**src/rtl/pps_pkg.sv**
```systemverilog
// Shared types and constants for the preemptive priority scheduler.
package pps_pkg;

    localparam int ARR_W  = 16;
    localparam int BST_W  = 16;
    localparam int PRI_W  = 8;
    localparam int TIME_W = 21;
    localparam int CMD_W  = 2;
    localparam int SLOT_OUT_W = 4;

    localparam int IN_DATA_W  = 40;
    localparam int OUT_DATA_W = 112;

    localparam logic [TIME_W-1:0] TIME_MAX = {TIME_W{1'b1}};

    localparam logic [CMD_W-1:0] CMD_LOAD   = 2'd0;
    localparam logic [CMD_W-1:0] CMD_TICK   = 2'd1;
    localparam logic [CMD_W-1:0] CMD_CLEAR  = 2'd2;
    // spare code, taken and ignored
    localparam logic [CMD_W-1:0] CMD_UNUSED = 2'd3;

    typedef enum logic [1:0] {
        ST_IDLE,
        ST_SCAN,
        ST_FIN
    } t_state;

    // Running best candidate handed from cell to cell during a scan.
    typedef struct packed {
        logic             valid;
        logic             found;
        logic [PRI_W-1:0] prio;
        logic [ARR_W-1:0] arrival;
        logic [BST_W-1:0] burst;
        logic [BST_W-1:0] remain;
    } t_tok;

endpackage

```
**src/rtl/preemptive_priority_scheduler_core.sv**
```systemverilog
// Top level of the preemptive priority scheduler: command decode, tick sequencing, result register.
//
// Tasks live in a chain of MAX_TASKS slot cells. A load request writes the next free slot and
// a clear request empties the table and sets time to zero. A tick request launches a candidate
// token into cell 0; it moves one cell per cycle, each cell folding in its own task if it has
// arrived, has work left and beats the token's priority (later arrival wins a tie, then the
// higher slot). Once the token leaves the last cell it is latched; then, as soon as the output
// register is free, the winner is charged one time unit, time advances (saturating) and the
// result is written into the output register. A tick therefore holds the block until the token
// has passed the whole cell chain and any earlier result held downstream has been taken. Loads
// and clears are taken while a result waits to be taken.
module preemptive_priority_scheduler_core
    import pps_pkg::*;
#(
    parameter int MAX_TASKS = 16
) (
    input  logic                  i_clk,
    input  logic                  i_rst_n,
    input  logic                  s_axis_tvalid,
    output logic                  s_axis_tready,
    // [15:0] arrival_time, [31:16] burst_length, [39:32] task_priority
    input  logic [IN_DATA_W-1:0]  s_axis_tdata,
    // [1:0] cmd
    input  logic [CMD_W-1:0]      s_axis_tuser,
    output logic                  m_axis_tvalid,
    input  logic                  m_axis_tready,
    // [3:0] ran_slot, [19:4] left_after, [20] finished, [41:21] completion_time,
    // [62:42] turnaround, [83:63] waiting, [104:84] now_time, [105] all_done, [111:106] zero
    output logic [OUT_DATA_W-1:0] m_axis_tdata,
    // [0] ran_valid
    output logic                  m_axis_tuser
);

    localparam int SLOT_W = $clog2(MAX_TASKS);
    localparam int CNT_W  = $clog2(MAX_TASKS + 1);

    // Input request fields
    logic [ARR_W-1:0] w_arr;
    logic [BST_W-1:0] w_bst;
    logic [PRI_W-1:0] w_pri;
    logic             w_acc;
    logic             w_load;
    logic             w_clr;

    assign w_arr  = s_axis_tdata[15:0];
    assign w_bst  = s_axis_tdata[31:16];
    assign w_pri  = s_axis_tdata[39:32];
    assign w_acc  = s_axis_tvalid && s_axis_tready;
    assign w_clr  = w_acc && (s_axis_tuser == CMD_CLEAR);

    t_state r_state;
    t_state n_state;
    logic   w_start;
    logic   w_commit;

    logic [CNT_W-1:0]  r_task_count;
    logic [TIME_W-1:0] r_time;
    logic              w_full;

    assign w_full = (r_task_count == CNT_W'(MAX_TASKS));
    assign w_load = w_acc && (s_axis_tuser == CMD_LOAD) && !w_full;

    // Token chain: index 0 is the launch point, index MAX_TASKS leaves the last cell.
    t_tok              w_tok  [0:MAX_TASKS];
    logic [SLOT_W-1:0] w_slot [0:MAX_TASKS];
    logic [CNT_W-1:0]  w_pend [0:MAX_TASKS];

    // valid is the top bit of the token; everything else starts empty
    assign w_tok[0]  = {w_start, {($bits(t_tok) - 1){1'b0}}};
    assign w_slot[0] = '0;
    assign w_pend[0] = '0;

    // Latched winner of the scan
    t_tok              r_b;
    logic [SLOT_W-1:0] r_b_slot;
    logic [CNT_W-1:0]  r_b_pend;

    logic w_upd;
    assign w_upd = w_commit && r_b.found;

    genvar gi;
    generate
        for (gi = 0; gi < MAX_TASKS; gi++) begin : g_cell
            pps_cell #(
                .SLOT_W (SLOT_W),
                .CNT_W  (CNT_W),
                .IDX    (gi)
            ) u_cell (
                .i_clk      (i_clk),
                .i_rst_n    (i_rst_n),
                .i_clr      (w_clr),
                .i_wr       (w_load),
                .i_wr_slot  (r_task_count[SLOT_W-1:0]),
                .i_arr      (w_arr),
                .i_bst      (w_bst),
                .i_pri      (w_pri),
                .i_upd      (w_upd),
                .i_upd_slot (r_b_slot),
                .i_time     (r_time),
                .i_tok      (w_tok[gi]),
                .i_tok_slot (w_slot[gi]),
                .i_tok_pend (w_pend[gi]),
                .o_tok      (w_tok[gi+1]),
                .o_tok_slot (w_slot[gi+1]),
                .o_tok_pend (w_pend[gi+1])
            );
        end
    endgenerate

    // Sequencer: idle accepts requests, scan waits for the token, fin commits the tick.
    always_comb begin
        n_state       = r_state;
        s_axis_tready = 1'b0;
        w_start       = 1'b0;
        w_commit      = 1'b0;
        case (r_state)
            ST_IDLE: begin
                s_axis_tready = 1'b1;
                if (s_axis_tvalid && (s_axis_tuser == CMD_TICK)) begin
                    w_start = 1'b1;
                    n_state = ST_SCAN;
                end
            end
            ST_SCAN: begin
                if (w_tok[MAX_TASKS].valid) begin
                    n_state = ST_FIN;
                end
            end
            ST_FIN: begin
                if (!m_axis_tvalid || m_axis_tready) begin
                    w_commit = 1'b1;
                    n_state  = ST_IDLE;
                end
            end
            default: begin
                n_state = ST_IDLE;
            end
        endcase
    end

    // Tick arithmetic on the latched winner
    logic [TIME_W-1:0]     w_ct;
    logic [BST_W-1:0]      w_left;
    logic                  w_fin;
    logic [TIME_W-1:0]     w_tat;
    logic [TIME_W-1:0]     w_bst_ext;
    logic [TIME_W-1:0]     w_wt;
    logic                  w_all_done;
    logic [SLOT_W+3:0]     w_slot_ext;
    logic [SLOT_OUT_W-1:0] w_slot_out;
    logic [BST_W-1:0]      w_left_out;
    logic [TIME_W-1:0]     w_ct_out;
    logic [TIME_W-1:0]     w_tat_out;
    logic [TIME_W-1:0]     w_wt_out;

    assign w_ct      = (r_time == TIME_MAX) ? r_time : r_time + TIME_W'(1);
    assign w_left    = r_b.remain - BST_W'(1);
    assign w_fin     = r_b.found && (w_left == '0);
    assign w_tat     = w_ct - {{(TIME_W-ARR_W){1'b0}}, r_b.arrival};
    assign w_bst_ext = {{(TIME_W-BST_W){1'b0}}, r_b.burst};
    assign w_wt      = (w_tat >= w_bst_ext) ? (w_tat - w_bst_ext) : '0;
    // pending count was taken before the charge; a finish removes the winner from it
    assign w_all_done = (r_b_pend == '0) || (w_fin && (r_b_pend == CNT_W'(1)));

    assign w_slot_ext = {4'b0000, r_b_slot};
    assign w_slot_out = r_b.found ? w_slot_ext[SLOT_OUT_W-1:0] : '0;
    assign w_left_out = r_b.found ? w_left : '0;
    assign w_ct_out   = w_fin ? w_ct  : '0;
    assign w_tat_out  = w_fin ? w_tat : '0;
    assign w_wt_out   = w_fin ? w_wt  : '0;

    logic                  r_out_valid;
    logic [OUT_DATA_W-1:0] r_out_data;
    logic                  r_out_user;

    always_ff @(posedge i_clk) begin
        if (!i_rst_n) begin
            r_state      <= ST_IDLE;
            r_task_count <= '0;
            r_time       <= '0;
            r_out_valid  <= 1'b0;
        end else begin
            r_state <= n_state;
            if (w_clr) begin
                r_task_count <= '0;
                r_time       <= '0;
            end else if (w_load) begin
                r_task_count <= r_task_count + CNT_W'(1);
            end else if (w_commit) begin
                r_time <= w_ct;
            end
            if (w_commit) begin
                r_out_valid <= 1'b1;
            end else if (m_axis_tready) begin
                r_out_valid <= 1'b0;
            end
        end
    end

    always_ff @(posedge i_clk) begin
        if ((r_state == ST_SCAN) && w_tok[MAX_TASKS].valid) begin
            r_b      <= w_tok[MAX_TASKS];
            r_b_slot <= w_slot[MAX_TASKS];
            r_b_pend <= w_pend[MAX_TASKS];
        end
        if (w_commit) begin
            r_out_user <= r_b.found;
            r_out_data <= {6'b000000, w_all_done, w_ct, w_wt_out, w_tat_out, w_ct_out,
                           w_fin, w_left_out, w_slot_out};
        end
    end

    assign m_axis_tvalid = r_out_valid;
    assign m_axis_tdata  = r_out_data;
    assign m_axis_tuser  = r_out_user;

endmodule

```
**src/rtl/pps_cell.sv**
```systemverilog
// One task slot of the scheduler chain: holds the task and merges it into the passing token.
module pps_cell
    import pps_pkg::*;
#(
    parameter int SLOT_W = 4,
    parameter int CNT_W  = 5,
    parameter int IDX    = 0
) (
    input  logic              i_clk,
    input  logic              i_rst_n,
    input  logic              i_clr,
    input  logic              i_wr,
    input  logic [SLOT_W-1:0] i_wr_slot,
    input  logic [ARR_W-1:0]  i_arr,
    input  logic [BST_W-1:0]  i_bst,
    input  logic [PRI_W-1:0]  i_pri,
    input  logic              i_upd,
    input  logic [SLOT_W-1:0] i_upd_slot,
    input  logic [TIME_W-1:0] i_time,
    input  t_tok              i_tok,
    input  logic [SLOT_W-1:0] i_tok_slot,
    input  logic [CNT_W-1:0]  i_tok_pend,
    output t_tok              o_tok,
    output logic [SLOT_W-1:0] o_tok_slot,
    output logic [CNT_W-1:0]  o_tok_pend
);

    localparam logic [SLOT_W-1:0] MY_SLOT = SLOT_W'(IDX);

    logic             r_used;
    logic             r_done;
    logic [ARR_W-1:0] r_arr;
    logic [BST_W-1:0] r_bst;
    logic [BST_W-1:0] r_rem;
    logic [PRI_W-1:0] r_pri;

    t_tok              r_tok;
    t_tok              n_tok;
    logic [SLOT_W-1:0] r_slot;
    logic [SLOT_W-1:0] n_slot;
    logic [CNT_W-1:0]  r_pend;
    logic [CNT_W-1:0]  n_pend;

    logic w_live;
    logic w_elig;
    logic w_take;

    assign w_live = r_used && !r_done;
    assign w_elig = w_live && ({{(TIME_W-ARR_W){1'b0}}, r_arr} <= i_time);
    // later arrival wins a priority tie; scan order makes the higher slot win a full tie
    assign w_take = w_elig && (!i_tok.found || (r_pri > i_tok.prio) ||
                    ((r_pri == i_tok.prio) && (r_arr >= i_tok.arrival)));

    always_comb begin
        n_tok  = i_tok;
        n_slot = i_tok_slot;
        n_pend = i_tok_pend + (w_live ? CNT_W'(1) : CNT_W'(0));
        if (w_take) begin
            n_tok.found   = 1'b1;
            n_tok.prio    = r_pri;
            n_tok.arrival = r_arr;
            n_tok.burst   = r_bst;
            n_tok.remain  = r_rem;
            n_slot        = MY_SLOT;
        end
    end

    always_ff @(posedge i_clk) begin
        if (!i_rst_n) begin
            r_used <= 1'b0;
            r_done <= 1'b0;
            r_tok  <= '0;
        end else begin
            r_tok <= n_tok;
            if (i_clr) begin
                r_used <= 1'b0;
                r_done <= 1'b0;
            end else if (i_wr && (i_wr_slot == MY_SLOT)) begin
                r_used <= 1'b1;
                r_done <= (i_bst == '0);
            end else if (i_upd && (i_upd_slot == MY_SLOT) && (r_rem == BST_W'(1))) begin
                r_done <= 1'b1;
            end
        end
    end

    always_ff @(posedge i_clk) begin
        r_slot <= n_slot;
        r_pend <= n_pend;
        if (i_wr && (i_wr_slot == MY_SLOT)) begin
            r_arr <= i_arr;
            r_bst <= i_bst;
            r_rem <= i_bst;
            r_pri <= i_pri;
        end else if (i_upd && (i_upd_slot == MY_SLOT)) begin
            r_rem <= r_rem - BST_W'(1);
        end
    end

    assign o_tok      = r_tok;
    assign o_tok_slot = r_slot;
    assign o_tok_pend = r_pend;

endmodule

```
**config.mk**
```make
export PLATFORM = sky130hd
export DESIGN_NAME = preemptive_priority_scheduler_core
export DESIGN_NICKNAME = d
export VERILOG_FILES = /design/src/rtl/pps_pkg.sv /design/src/rtl/preemptive_priority_scheduler_core.sv /design/src/rtl/pps_cell.sv
export SDC_FILE = /design/constraint.sdc
export NUM_CORES = 2
export LEC_CHECK = 0
export CORE_MARGIN = 5
export CORE_UTILIZATION = 60
export CTS_CLUSTER_DIAMETER = 30
export CTS_CLUSTER_SIZE = 10
export DETAILED_ROUTE_END_ITERATION = 7
export DONT_BUFFER_PORTS = 1
export GPL_ROUTABILITY_DRIVEN = 0
export PLACE_DENSITY = 0.83
export SETUP_SLACK_MARGIN = 0.02
export SLEW_MARGIN = 15
export SYNTH_ARGS = -nofsm -noshare
export SYNTH_HDL_FRONTEND = slang
export SYNTH_SLANG_ARGS = --single-unit
```
**constraint.sdc**
```tcl
create_clock -name i_clk -period 10.1 [get_ports i_clk]
set_clock_uncertainty 0.1 [all_clocks]
set_input_delay 2.02 -clock i_clk [delete_from_list [all_inputs] [get_ports i_clk]]
set_output_delay 2.02 -clock i_clk [all_outputs]
set_load 0.1 [all_outputs]
```
After elaboration in Yosys (flattened, before gate mapping)
Cells that the tools add are included.
- register bits: 2171
- output and inout bits: 115
- reduce and logical (&&, ||, !) cells: 230
- eq/ne operators: 71
- add/sub/neg operators: 36
- $lt $le $gt $ge: 47
- bitwise logic cells: 2
- mux-type cells: 108
- operator list (kind ; number):
    $mux W57 ; 16
    $mux W16 ; 32
    $le A16 B21 Y1 ; 16
    $sub A16 B1 Y16 const B ; 17
    $eq A16 B1 Y1 const B ; 16
    $ge A16 B16 Y1 ; 15
    $eq A8 B8 Y1 ; 15
    $gt A8 B8 Y1 ; 15
    $logic_and A1 B1 Y1 ; 119
    $add A5 B5 Y5 ; 15
    $reduce_bool A2 Y1 ; 33
    $eq A4 B4 Y1 const B ; 16
    $mux W1 ; 55
    $sub A21 B16 Y21 ; 2
    $logic_not A1 Y1 ; 33
    $eq A4 B3 Y1 const B ; 8
    $logic_not A16 Y1 ; 2
    $logic_or A1 B1 Y1 ; 32
    $add A21 B1 Y21 const B ; 1
    $eq A21 B21 Y1 const B ; 1
    $ge A21 B16 Y1 ; 1
    $mux W21 ; 1
    $eq A4 B2 Y1 const B ; 4
    $eq A4 B1 Y1 const B ; 2
    other kinds (16) ; 27

Logic depth before layout (Yosys ltp)
- depth after elaboration: 9
- depth in mapped cells: 26

Cells and area by module
A second synthesis with hierarchy kept.
- cell total of the unflattened synthesis: 9800
- area, all modules: 103485.5 um2
- by module, submodules not included (module ; cells each ; times used ; sequential area each (um2) ; area an instance (um2)):
    pps_cell at g_cell[10].u_cell ... ; 561 ; 4 ; 3062.9 ; 5875.6
    pps_cell at g_cell[0].u_cell ... ; 561 ; 4 ; 3062.9 ; 5873.1
    pps_cell at g_cell[1].u_cell ... ; 562 ; 2 ; 3062.9 ; 5880.6
    pps_cell at g_cell[4].u_cell ... ; 560 ; 2 ; 3062.9 ; 5880.6
    pps_cell at g_cell[13].u_cell ... ; 563 ; 2 ; 3062.9 ; 5878.1
    preemptive_priority_scheduler_core ; 818 ; 1 ; 5535.3 ; 9469.1
    pps_cell at g_cell[12].u_cell ; 562 ; 1 ; 3062.9 ; 5873.1
    pps_cell at g_cell[15].u_cell ; 562 ; 1 ; 3062.9 ; 5869.4

Worst setup path before layout
Ideal clock, no wire load.
- kind: in2reg
- start: in m_axis_tready
- end: reg r_time[14]
- arrival: 6.099 ns
- stages on the path: 7
- slack: 3.773 ns
- path buffers: 1
- cells stage by stage: nand2b_1 > nand2b_1 > clkinv_1 > clkbuf_1 > nand2_1 > xnor2_1 > nor2_1
- longest elaborated chain between the ends: 4
- RTL lines (what ; line ; RTL):
    start: declaration ; preemptive_priority_scheduler_core.sv:26 ; input logic m_axis_tready,
    $logic_or A1 B1 Y1 ; preemptive_priority_scheduler_core.sv:130 ; if (!m_axis_tvalid || m_axis_tready) begin
    $mux W1 ; preemptive_priority_scheduler_core.sv:130 ;
    $mux W1 ; preemptive_priority_scheduler_core.sv:116 ; case (r_state)
    named net w_commit ; preemptive_priority_scheduler_core.sv:54 ; logic w_commit;
    $reduce_and A2 Y1 (no source line) ; -- ;
    end signal: assignment ; preemptive_priority_scheduler_core.sv:190 ; r_time <= w_ct;
    end: declaration ; preemptive_priority_scheduler_core.sv:57 ; logic [TIME_W-1:0] r_time;
The timed path passes the listed nets, and every way through them passes these cells.
A chain may end at the register's enable or synchronous reset.

Worst setup path in the final report
- start: reg r_time[7]
- end: reg r_out_data[80], in the netlist m_axis_tdata[80], data pin
- longest elaborated chain between the ends: 5
- RTL lines (what ; line ; RTL):
    $add A21 B1 Y21 or $eq A21 B21 Y1 (tied branches) ; preemptive_priority_scheduler_core.sv:156 ; assign w_ct = (r_time == TIME_MAX) ? r_time : r_time + TIME_W'(1);
    $mux W21 * ; preemptive_priority_scheduler_core.sv:156 ;
    $sub A21 B16 Y21 * ; preemptive_priority_scheduler_core.sv:159 ; assign w_tat = w_ct - {{(TIME_W-ARR_W){1'b0}}, r_b.arrival};
    named net w_tat[10] ; preemptive_priority_scheduler_core.sv:145 ; logic [TIME_W-1:0] w_tat;
    $ge A21 B16 Y1 ; preemptive_priority_scheduler_core.sv:161 ; assign w_wt = (w_tat >= w_bst_ext) ? (w_tat - w_bst_ext) : '0;
    $reduce_and A2 Y1 (no source line) ; -- ;
    end signal: assignment ; preemptive_priority_scheduler_core.sv:208 ; r_out_data <= {6'b000000, w_all_done, w_ct, w_wt_out, w_tat_out, w_ct_out,
    end: declaration ; preemptive_priority_scheduler_core.sv:173 ; logic [OUT_DATA_W-1:0] r_out_data;
Mark *: on every way through the listed nets, which the timed path passes. The rest lies on a longest branch.

==> reports/results.txt <==
status = completed
critical path arrival = 8.18 ns
Flop pwr share = 42.4%
Rel. slew slack = 17.14%
Leak = 41.07 nW
syn_area_per_cell = 10.78 µm²
Die X-Extent = 411.5 µm
initial antenna violation count = 1
setup_tns = 0 ns
Critical-path top delay cell = nor4_1
Net Sw Power = 4.339 mW
# nets final = 9788
Startpoint Class = register
Max-Cap Viols = 0
Yosys reg bits = 2161
# setup viols final = 0
Starting Density = 60.31%
Clk Tree Root Cell = clkbuf_16
critical path type = reg -> reg
number of port buffers = 0
multi-input logic area = 39590 µm²
largest net degree at the start of global routing = 1238
fill count = 10104
fmax = 0.1299 GHz
first-pass GRT wire length = 361900 µm
Worst Hold Class = reg -> reg
commonest cells after routing, fill and taps aside = nand2_1, dfxtp_1, edfxtp_1
Boundary Pins = 161
Least-Margin Pin Slew = 1.240 ns
switching share of total power = 19.97%
worst vdd ir = 0.2159 mV
cell chain of the critical path = nand4_1, nor4_1, nand3_1, xnor2_1, ha_1, inv_1, fa_1, a21oi_1, o211ai_1, and2_1, o21a_1, nor2_1, o21ai_0, xor2_1, ha_1, nand4_1, a21oi_1, o21a_1, o41ai_1, a21boi_0, or2_2, inv_1, a41o_1, nor2_1
RSZ-0062 raised after global routing = false
crit path buf inv count = 2
hold slack = 0.2910 ns
cell count after synthesis = 8973
Rows = 147
sequential fraction of the synthesis area = 55.71%
asr flop ratio synth = 0%
Synth top area share = 32.94%
area grow syn2layout = 15.03%
most common cell after layout, fill and taps aside = nand2_1
post-route ant nets = 0
Slew Viols, Final = 0
DR WL/cell = 19.95 µm
hold-fix buffers at CTS = 0
Detailed Route WL = 228900 µm
Hold Fails Final Rpt = 0
Reg area = 53880 µm²
YS warnings = 0
H-tree depth = 5
EDFF count, synth = 1061
cell taking the most area after synthesis = edfxtp_1
Area contributors post-synth = edfxtp_1, dfxtp_1, ha_1
grt total ovfl = 0
post-synthesis cell area = 96720 µm²
Post-DP HPWL = 142600 µm
Required @ worst endpoint = 10.58 ns
CP delay by family, top = simple AND/OR/NAND/NOR gates
crit-path max FO = 21
layout cell share with drive strength beyond 1 = 8.094%
Core Area = 160400 µm²
Clk Latency, worst-skew pair = 0.92 ns
# resized after CTS = 0
Die Area = 169300 µm²
maximum buffer depth of the clock tree = 4
Yosys cell types = 75
Int Pwr = 17.38 mW
First DRT Iteration DRCs = 6169
vias in the first global route = 68574
Main synth FF type = dfxtp_1
combinational power share = 0.8%
CTS clk-pin slew, worst paths = 0.05 ns
P per Cell Area = 195.2 nW/µm²
Via-to-Cell Ratio = 5.835
post-CTS setup buffers = 0
cts bufs inserted = 369
drt pass-1 iters = 8
final worst path period need = 7.700 ns
gr usage total = 26.40%
DRC = 0
CTS tree = built
CP max stage delay = 0.88 ns
Clk network pwr share = 56.8%
die height = 411.5 µm
crit end category = register
CTS sink cnt = 2161
final period utilization = 76.24%
via count = 66969
==> worst paths after layout <==
path | from | endpoint | slack, ns | cells after the start
min reg2reg | g_cell[15].u_cell.o_tok_slot[3]$_SDFF_PP1_ | r_b_slot[3]$_DFFE_PP_ | 0.29 | 0
max | r_time[7]$_SDFFE_PP0P_ | m_axis_tdata[80]$_SDFFCE_PN0P_ | 2.40 | 24
max reg2reg | r_time[7]$_SDFFE_PP0P_ | m_axis_tdata[80]$_SDFFCE_PN0P_ | 2.40 | 24
min | g_cell[15].u_cell.o_tok_slot[3]$_SDFF_PP1_ | r_b_slot[3]$_DFFE_PP_ | 0.29 | 0
==> synthesized netlist by cell type, types with 111 or more instances <==
cell,number
nor3_1,129
nor2b_1,117
a21o_1,111
nand2_1,1446
o21ai_0,239
clkbuf_1,325
nand3_1,149
nor2_1,669
mux2i_1,779
xnor2_1,218
edfxtp_1,1061
ha_1,716
a21oi_1,461
dfxtp_1,1100
inv_1,515
==> registers in the layout (all words and copies together), names as in the netlist <==
| register | count |
|---|---|
| g_cell.u_cell.o_tok | 920 |
| g_cell.u_cell.o_tok_pend | 70 |
| g_cell.u_cell.o_tok_slot | 49 |
| g_cell.u_cell.r_arr | 256 |
| g_cell.u_cell.r_bst | 256 |
| g_cell.u_cell.r_done | 16 |
| g_cell.u_cell.r_pri | 128 |
| g_cell.u_cell.r_rem | 256 |
| g_cell.u_cell.r_used | 16 |
| m_axis_tdata | 106 |
| m_axis_tuser | 1 |
| m_axis_tvalid | 1 |
| r_b | 49 |
| r_b_pend | 5 |
| r_b_slot | 4 |
| r_state | 2 |
| r_task_count | 5 |
| r_time | 21 |
==> power groups by stage <==
| stage | Clock [mW] | Sequential (mW) | Combinational (mW) |
|---|---|---|---|
| 6_report | 12.3 | 9.20 | 0.181 |
| 4_1_cts | 12.4 | 9.20 | 0.108 |
| 3_5_place_dp | 0 | 9.37 | 0.104 |
| 5_1_grt | 12.9 | 9.20 | 0.197 |
| 3_3_place_gp | 0 | 9.37 | 0.0996 |
| 2_1_floorplan | 0 | 9.37 | 0.159 |
==> logic make-up (layout without fill, tap and decap cells) <==
group,after synthesis,count (layout),share of synthesized area (%)
AOI/OAI and AO/OA,1087,1087,6.719
xor gates and xnor gates,313,313,2.842
adders and majority gates,718,718,9.304
buffers and inverters,921,1259,3.621
DFF,2161,2161,55.71
muxes,779,779,8.062
other,1,7,0.003877
and+or+nand+nor,2993,2993,13.74
==> routing by layer <==
metal	global-route usage [%]	wire length [µm]	vias up
met5	0	0	-
met4	12.54	10550	0
met3	4.996	18750	738
met2	44.55	110000	3087
met1	32.87	89590	31866
li1	-	-	31278
==> cell type report <==
cell class	instances	share of cell area, %
timing repair buffer	79	0.6230
inverter	517	1.753
sequential	2161	48.43
antenna	1	0.002249
clock buffer	477	9.226
multi-input combinational	5896	35.58
tap	2160	2.429
clock inverter	186	1.957
==> per-stage QoR <==
step           setup slack (ns)  instances  cell area (µm²)  total power [mW]  util [%]
2_1_floorplan             3.773       8978            96740             9.530         -
3_3_place_gp              3.359      10808            98660             9.473     61.52
3_5_place_dp              2.863      10808            98660             9.478     61.52
4_1_cts                   2.745      11471           111100             21.74     69.27
5_1_grt                   1.862      11476           111300             22.27     69.37
6_report                  2.400      11477           111300             21.72     69.37
Power figures use the tool's default switching activity.
